### src/rtl/core/lphm_pkg.sv
// Package for the linear probe hash map core.
// Holds the table sizes, action and status codes, the sequencer states and the
// write-port struct. It depends on nothing else.
package lphm_pkg;

    localparam int SLOT_W      = 10;
    localparam int TABLE_SLOTS = 1 << SLOT_W;
    localparam int CNT_W       = 11;
    localparam int KEY_W       = 64;
    localparam int VAL_W       = 64;
    localparam int ACT_W       = 3;
    localparam int STAT_W      = 2;
    localparam int IN_DATA_W   = 128;
    localparam int OUT_DATA_W  = 80;

    localparam logic [63:0] FNV_OFFSET = 64'hCBF29CE484222325;
    localparam logic [63:0] FNV_PRIME  = 64'h00000100000001B3;

    typedef logic [SLOT_W-1:0] t_slot;
    typedef logic [CNT_W-1:0]  t_count;

    typedef enum logic [ACT_W-1:0] {
        ACT_SET    = 3'd0,
        ACT_GET    = 3'd1,
        ACT_HAS    = 3'd2,
        ACT_REMOVE = 3'd3,
        ACT_CLEAR  = 3'd4
    } t_action;

    typedef enum logic [STAT_W-1:0] {
        ST_OK     = 2'd0,
        ST_ABSENT = 2'd1,
        ST_FULL   = 2'd2
    } t_status;

    typedef enum logic [2:0] {
        S_CLR,
        S_IDLE,
        S_HASH,
        S_RD,
        S_CK,
        S_DONE
    } t_state;

    // mark bit 1: used, bit 0: tombstone
    typedef struct packed {
        t_slot             addr;
        logic              key_we;
        logic              val_we;
        logic              mark_we;
        logic [KEY_W-1:0]  key;
        logic [VAL_W-1:0]  value;
        logic [1:0]        mark;
    } t_wr;

endpackage

### src/rtl/core/lphm_hash.sv
// Iterative FNV-1a home slot unit: one key byte per cycle, low byte first.
// Only the low slot bits of the hash are kept, as they depend only on low bits.
// Depends on lphm_pkg.
module lphm_hash (
    input  logic                        i_clk,
    input  logic                        i_rst_n,
    input  logic                        i_start,
    input  logic [lphm_pkg::KEY_W-1:0]  i_key,
    output logic                        o_done,
    output lphm_pkg::t_slot             o_slot
);
    import lphm_pkg::*;

    logic             r_busy, n_busy;
    logic [2:0]       r_cnt, n_cnt;
    logic [KEY_W-1:0] r_key, n_key;
    t_slot            r_h, n_h;
    t_slot            w_mix;
    logic [2*SLOT_W-1:0] w_prod;

    assign w_mix  = r_h ^ SLOT_W'(r_key[7:0]);
    assign w_prod = w_mix * FNV_PRIME[SLOT_W-1:0];

    always_comb begin
        n_busy = r_busy;
        n_cnt  = r_cnt;
        n_key  = r_key;
        n_h    = r_h;
        o_done = 1'b0;
        if (i_start) begin
            n_busy = 1'b1;
            n_cnt  = 3'd0;
            n_key  = i_key;
            n_h    = FNV_OFFSET[SLOT_W-1:0];
        end else if (r_busy) begin
            n_h   = w_prod[SLOT_W-1:0];
            n_key = r_key >> 8;
            n_cnt = r_cnt + 3'd1;
            if (r_cnt == 3'd7) begin
                n_busy = 1'b0;
                o_done = 1'b1;
            end
        end
    end

    assign o_slot = w_prod[SLOT_W-1:0];

    always_ff @(posedge i_clk) begin
        if (!i_rst_n) begin
            r_busy <= 1'b0;
            r_cnt  <= 3'd0;
        end else begin
            r_busy <= n_busy;
            r_cnt  <= n_cnt;
        end
        r_key <= n_key;
        r_h   <= n_h;
    end

endmodule

### config.mk
export PLATFORM = sky130hd
export DESIGN_NAME = lphm_hash
export DESIGN_NICKNAME = d
export VERILOG_FILES = /design/src/rtl/core/lphm_pkg.sv /design/src/rtl/core/lphm_hash.sv
export SDC_FILE = /design/constraint.sdc
export NUM_CORES = 1
export LEC_CHECK = 0
export BUFFER_PORTS_ARGS = -buffer_cell sky130_fd_sc_hd__clkbuf_2
export CORE_ASPECT_RATIO = 2
export CORE_MARGIN = 4
export CORE_UTILIZATION = 25
export CTS_CLUSTER_SIZE = 28
export DETAILED_ROUTE_END_ITERATION = 8
export SLEW_MARGIN = 20
export SYNTH_ARGS = -nofsm -noshare
export SYNTH_HDL_FRONTEND = slang
export SYNTH_SLANG_ARGS = --single-unit
### constraint.sdc
create_clock -name i_clk -period 5.6 [get_ports i_clk]
set_input_delay 0 -clock i_clk [delete_from_list [all_inputs] [get_ports i_clk]]
set_output_delay 0 -clock i_clk [all_outputs]
set_load 0.05 [all_outputs]
==> load_flow_metrics.sql <==
INSERT INTO impl_metrics (metric_group, metric, value, unit) VALUES
('setup_path', 'r2r_start', 'r_key[5]', ''),
('floorplan', 'initial_core_util', '0.256', ''),
('yosys', 'ys_ff_latch', '78', ''),
('global_routing', 'grt_overflow_total', '0', ''),
('drt', 'via_count_of_the_routed_design', '2589', ''),
('setup_path', 'ff2ff_path_depth', '13', ''),
('setup_path', 'critPathRequiredTime', '5.60', 'ns'),
('setup_path', 'startpoint_type', 'flip-flop', ''),
('floorplan', 'fp.dieArea', '18400', 'µm²'),
('placement', 'hpwl', '5940', 'µm'),
('yosys', 'synth_top_area_share', '0.476', ''),
('yosys', 'synth.top_cells.by_area', 'sky130_fd_sc_hd__edfxtp_1 48%, sky130_fd_sc_hd__mux2_2 16%, sky130_fd_sc_hd__ha_1 8.1%', ''),
('job', 'drv.max_cap_violation_count', '0', ''),
('yosys', 'synth_ff_type', 'sky130_fd_sc_hd__edfxtp_1', ''),
('clock_network', 'cts_htree_levels', '3', ''),
('drt', 'remaining_drc_errors', '0', ''),
('yosys', 'syn-num-nets', '379', ''),
('clock_network', 'path_clk_slew', '0.06', 'ns'),
('sta', 'timing.final.setup_violations', '0', ''),
('clock_network', 'number_of_buffers_inserted_to_repair_setup_after_cts', '0', ''),
('placement', 'portBuffers', '77', ''),
('sta', 'final_period_minus_worst_setup_slack', '4.10', 'ns'),
('setup_path', 'critical_path_data_arrival_time', '4.10', 'ns'),
('setup_path', 'critical_path_cell_count', '13', ''),
('status', 'outcome', 'finished clean', ''),
('sta', 'setup_repair_after_global_routing_missed_its_margin', 'no', ''),
('yosys', 'synth-seq-area-share', '0.546', ''),
('sta', 'worst_pin_slew', '0.913', 'ns'),
('sta', 'hold_violations', '0', ''),
('yosys', 'synth_most_common_cell', 'sky130_fd_sc_hd__edfxtp_1', ''),
('setup_path', 'crit_path_end_kind', 'output pin', ''),
('setup_path', 'worst_r2r_endpoint', 'r_h[9]', ''),
('clock_network', 'cts_buffers', '9', ''),
('clock_network', 'cts_repair_resize_count', '0', ''),
('drt', 'ant_nets', '0', ''),
('global_routing', 'antenna_found_initial', '0', ''),
('drt', 'drt-vias-per-instance', '4.14', ''),
('yosys', 'syn-instance-count', '277', ''),
('setup_path', 'critPathMaxFanout', '3', ''),
('setup_path', 'timing.critical_path.from', 'r_key[5]', ''),
('yosys', 'post_synth_num_cell_types', '31', ''),
('floorplan', 'die_width', '97.8', 'µm'),
('clock_network', 'tritoncts', 'built', ''),
('final_layout', 'layout-area-overhead-vs-synth', '37.9', '%'),
('placement', 'finalWeightedCongestion', '0.808', ''),
('clock_network', 'tritoncts_num_sinks', '78', ''),
('global_routing', 'grt_pass1_vias', '3010', ''),
('sta', 'max_slew_margin', '0.391', ''),
('final_layout', 'layout-drive-gt1-share', '0.361', ''),
('setup_path', 'timing.setup.critical_path_class', 'reg2out', ''),
('setup_path', 'timing.critical_path.to', 'o_slot[9]', ''),
('yosys', 'ys.warnings.count', '0', ''),
('final_layout', 'fin_nets', '521', ''),
('clock_network', 'ctsRootBufferMaster', 'sky130_fd_sc_hd__clkbuf_16', ''),
('yosys', 'mappedNetlistArea', '4030', 'µm²'),
('global_routing', 'grt_first_pass_wirelength', '14400', 'µm'),
('clock_network', 'worstSkewPairLatency', '0.33', 'ns'),
('setup_path', 'crit_path_cell_trace', 'xnor2_1 > inv_1 > ha_1 > fa_1 > ha_1 > inv_1 > fa_1 > inv_1 > ha_1 > a21oi_1 > o21ai_0 > xor2_1 > clkbuf_2', ''),
('setup_path', 'critical_path.n_buffers_inverters', '4', ''),
('yosys', 'most_frequent_cells_after_synthesis', '64 x sky130_fd_sc_hd__edfxtp_1, 56 x sky130_fd_sc_hd__mux2_2, 26 x sky130_fd_sc_hd__ha_1', ''),
('global_routing', 'pin_count_of_the_biggest_net_entering_global_routing', '80', ''),
('setup_path', 'reg2reg_setup_slack', '1.86', 'ns'),
('sta', 'finalSetupTns', '0', 'ns'),
('floorplan', 'floorplan.io_pins', '78', ''),
('yosys', 'synth_edf_count', '64', ''),
('yosys', 'share_of_async_settable_or_async_resettable_flops_after_synthesis', '0', ''),
('sta', 'max_freq', '244', 'MHz'),
('setup_path', 'critical_path.top_delay_family', 'adder cells', ''),
('drt', 'routed_wl', '8370', 'µm'),
('sta', 'min_period_over_period', '0.733', ''),
('yosys', 'syn-mean-instance-area', '14.6', 'µm²');
flip-flops by register name, summed over array words and instances (netlist names):
register and flops:
r_key 64, r_h 10, r_cnt 3, r_busy 1
per-layer routing:
metal / global-route usage / wire length (µm) / part of all wire / up-vias
met2: 0.181 / 4580 / 0.55 / 75
li1: - / - / - / 1269
met1: 0.101 / 3110 / 0.37 / 1232
met5: 0 / 0 / 0 / -
met3: 0.0313 / 478 / 0.057 / 13
met4: 0.0384 / 202 / 0.024 / 0
worst min path at each step:
stage                         from  endpoint  slack [ns]  depth (start not counted)
after global routing      i_key[2]  r_key[2]      0.0004                          2
after detailed placement   i_rst_n    r_busy        0.27                          2
after CTS                 i_key[1]  r_key[1]       0.009                          2
after floorplan            i_rst_n    r_busy        0.12                          1
after global placement     i_rst_n    r_busy        0.27                          2
final                     i_key[1]  r_key[1]       0.006                          2
area by class of cell:
cell class	count	area [µm²]
tap	201	251
timing repair buffer	142	1030
multi-input combinational	163	1700
sequential	78	2200
clock inverter	6	62.6
inverter	25	93.8
fill	1585	10200
clock buffer	10	229
timing repair:
action	in CTS	in global routing
hold buffers	62	0
hold endpoints to repair	65	0
endpoints found under the setup margin	0	0
cells by family (layout without fill, tap and decap cells):
group                    count (synthesis)  count (layout)  synth area share
AO/OA/AOI/OAI                           12              12            0.0202
XOR/XNOR                                23              23            0.0586
adder cells (fa/ha/maj)                 35              35             0.125
buffers and inverters                   36             183            0.0338
flip-flops                              78              78             0.546
multiplexers                            63              63             0.174
AND/OR/NAND/NOR                         30              30            0.0425
metrics by stage:
stage          worst slack [ns]  utilization  cells  cell area (µm²)  hold slack (ns)
3_3_place_gp               1.87        0.295    547             4650            0.267
2_1_floorplan             0.819            -    277             4030            0.118
3_5_place_dp               1.79        0.295    547             4650            0.269
4_1_cts                    1.41        0.353    625             5560          0.00880
5_1_grt                    1.15        0.353    625             5560         0.000419
6_report                   1.50        0.353    625             5560          0.00609
layout by cell type (no fill, tap or decap), drive strengths merged:
master	Yosys	final
buf	2	4
dlygate4sd3	0	62
clkinv	0	2
o21bai	1	1
ha	26	26
mux2i	7	7
mux2	56	56
edfxtp	64	64
and4b	1	1
o21ai	1	1
fa	9	9
and2	9	9
a21o	2	2
nor4b	1	1
xnor3	2	2
inv	25	25
clkinvlp	0	3
nor2b	4	4
clkbuf	9	86
o21a	1	1
a211o	3	3
nor3	2	2
nand2	1	1
nand2b	1	1
dfxtp	14	14
and3	1	1
xnor2	10	10
and3b	1	1
bufinv	0	1
or2	1	1
nor2	8	8
a21oi	4	4
xor2	11	11
Power is left out: the tool's default activity adds up to more than one toggle a clock period on the data nets, which glitch-free logic cannot reach.
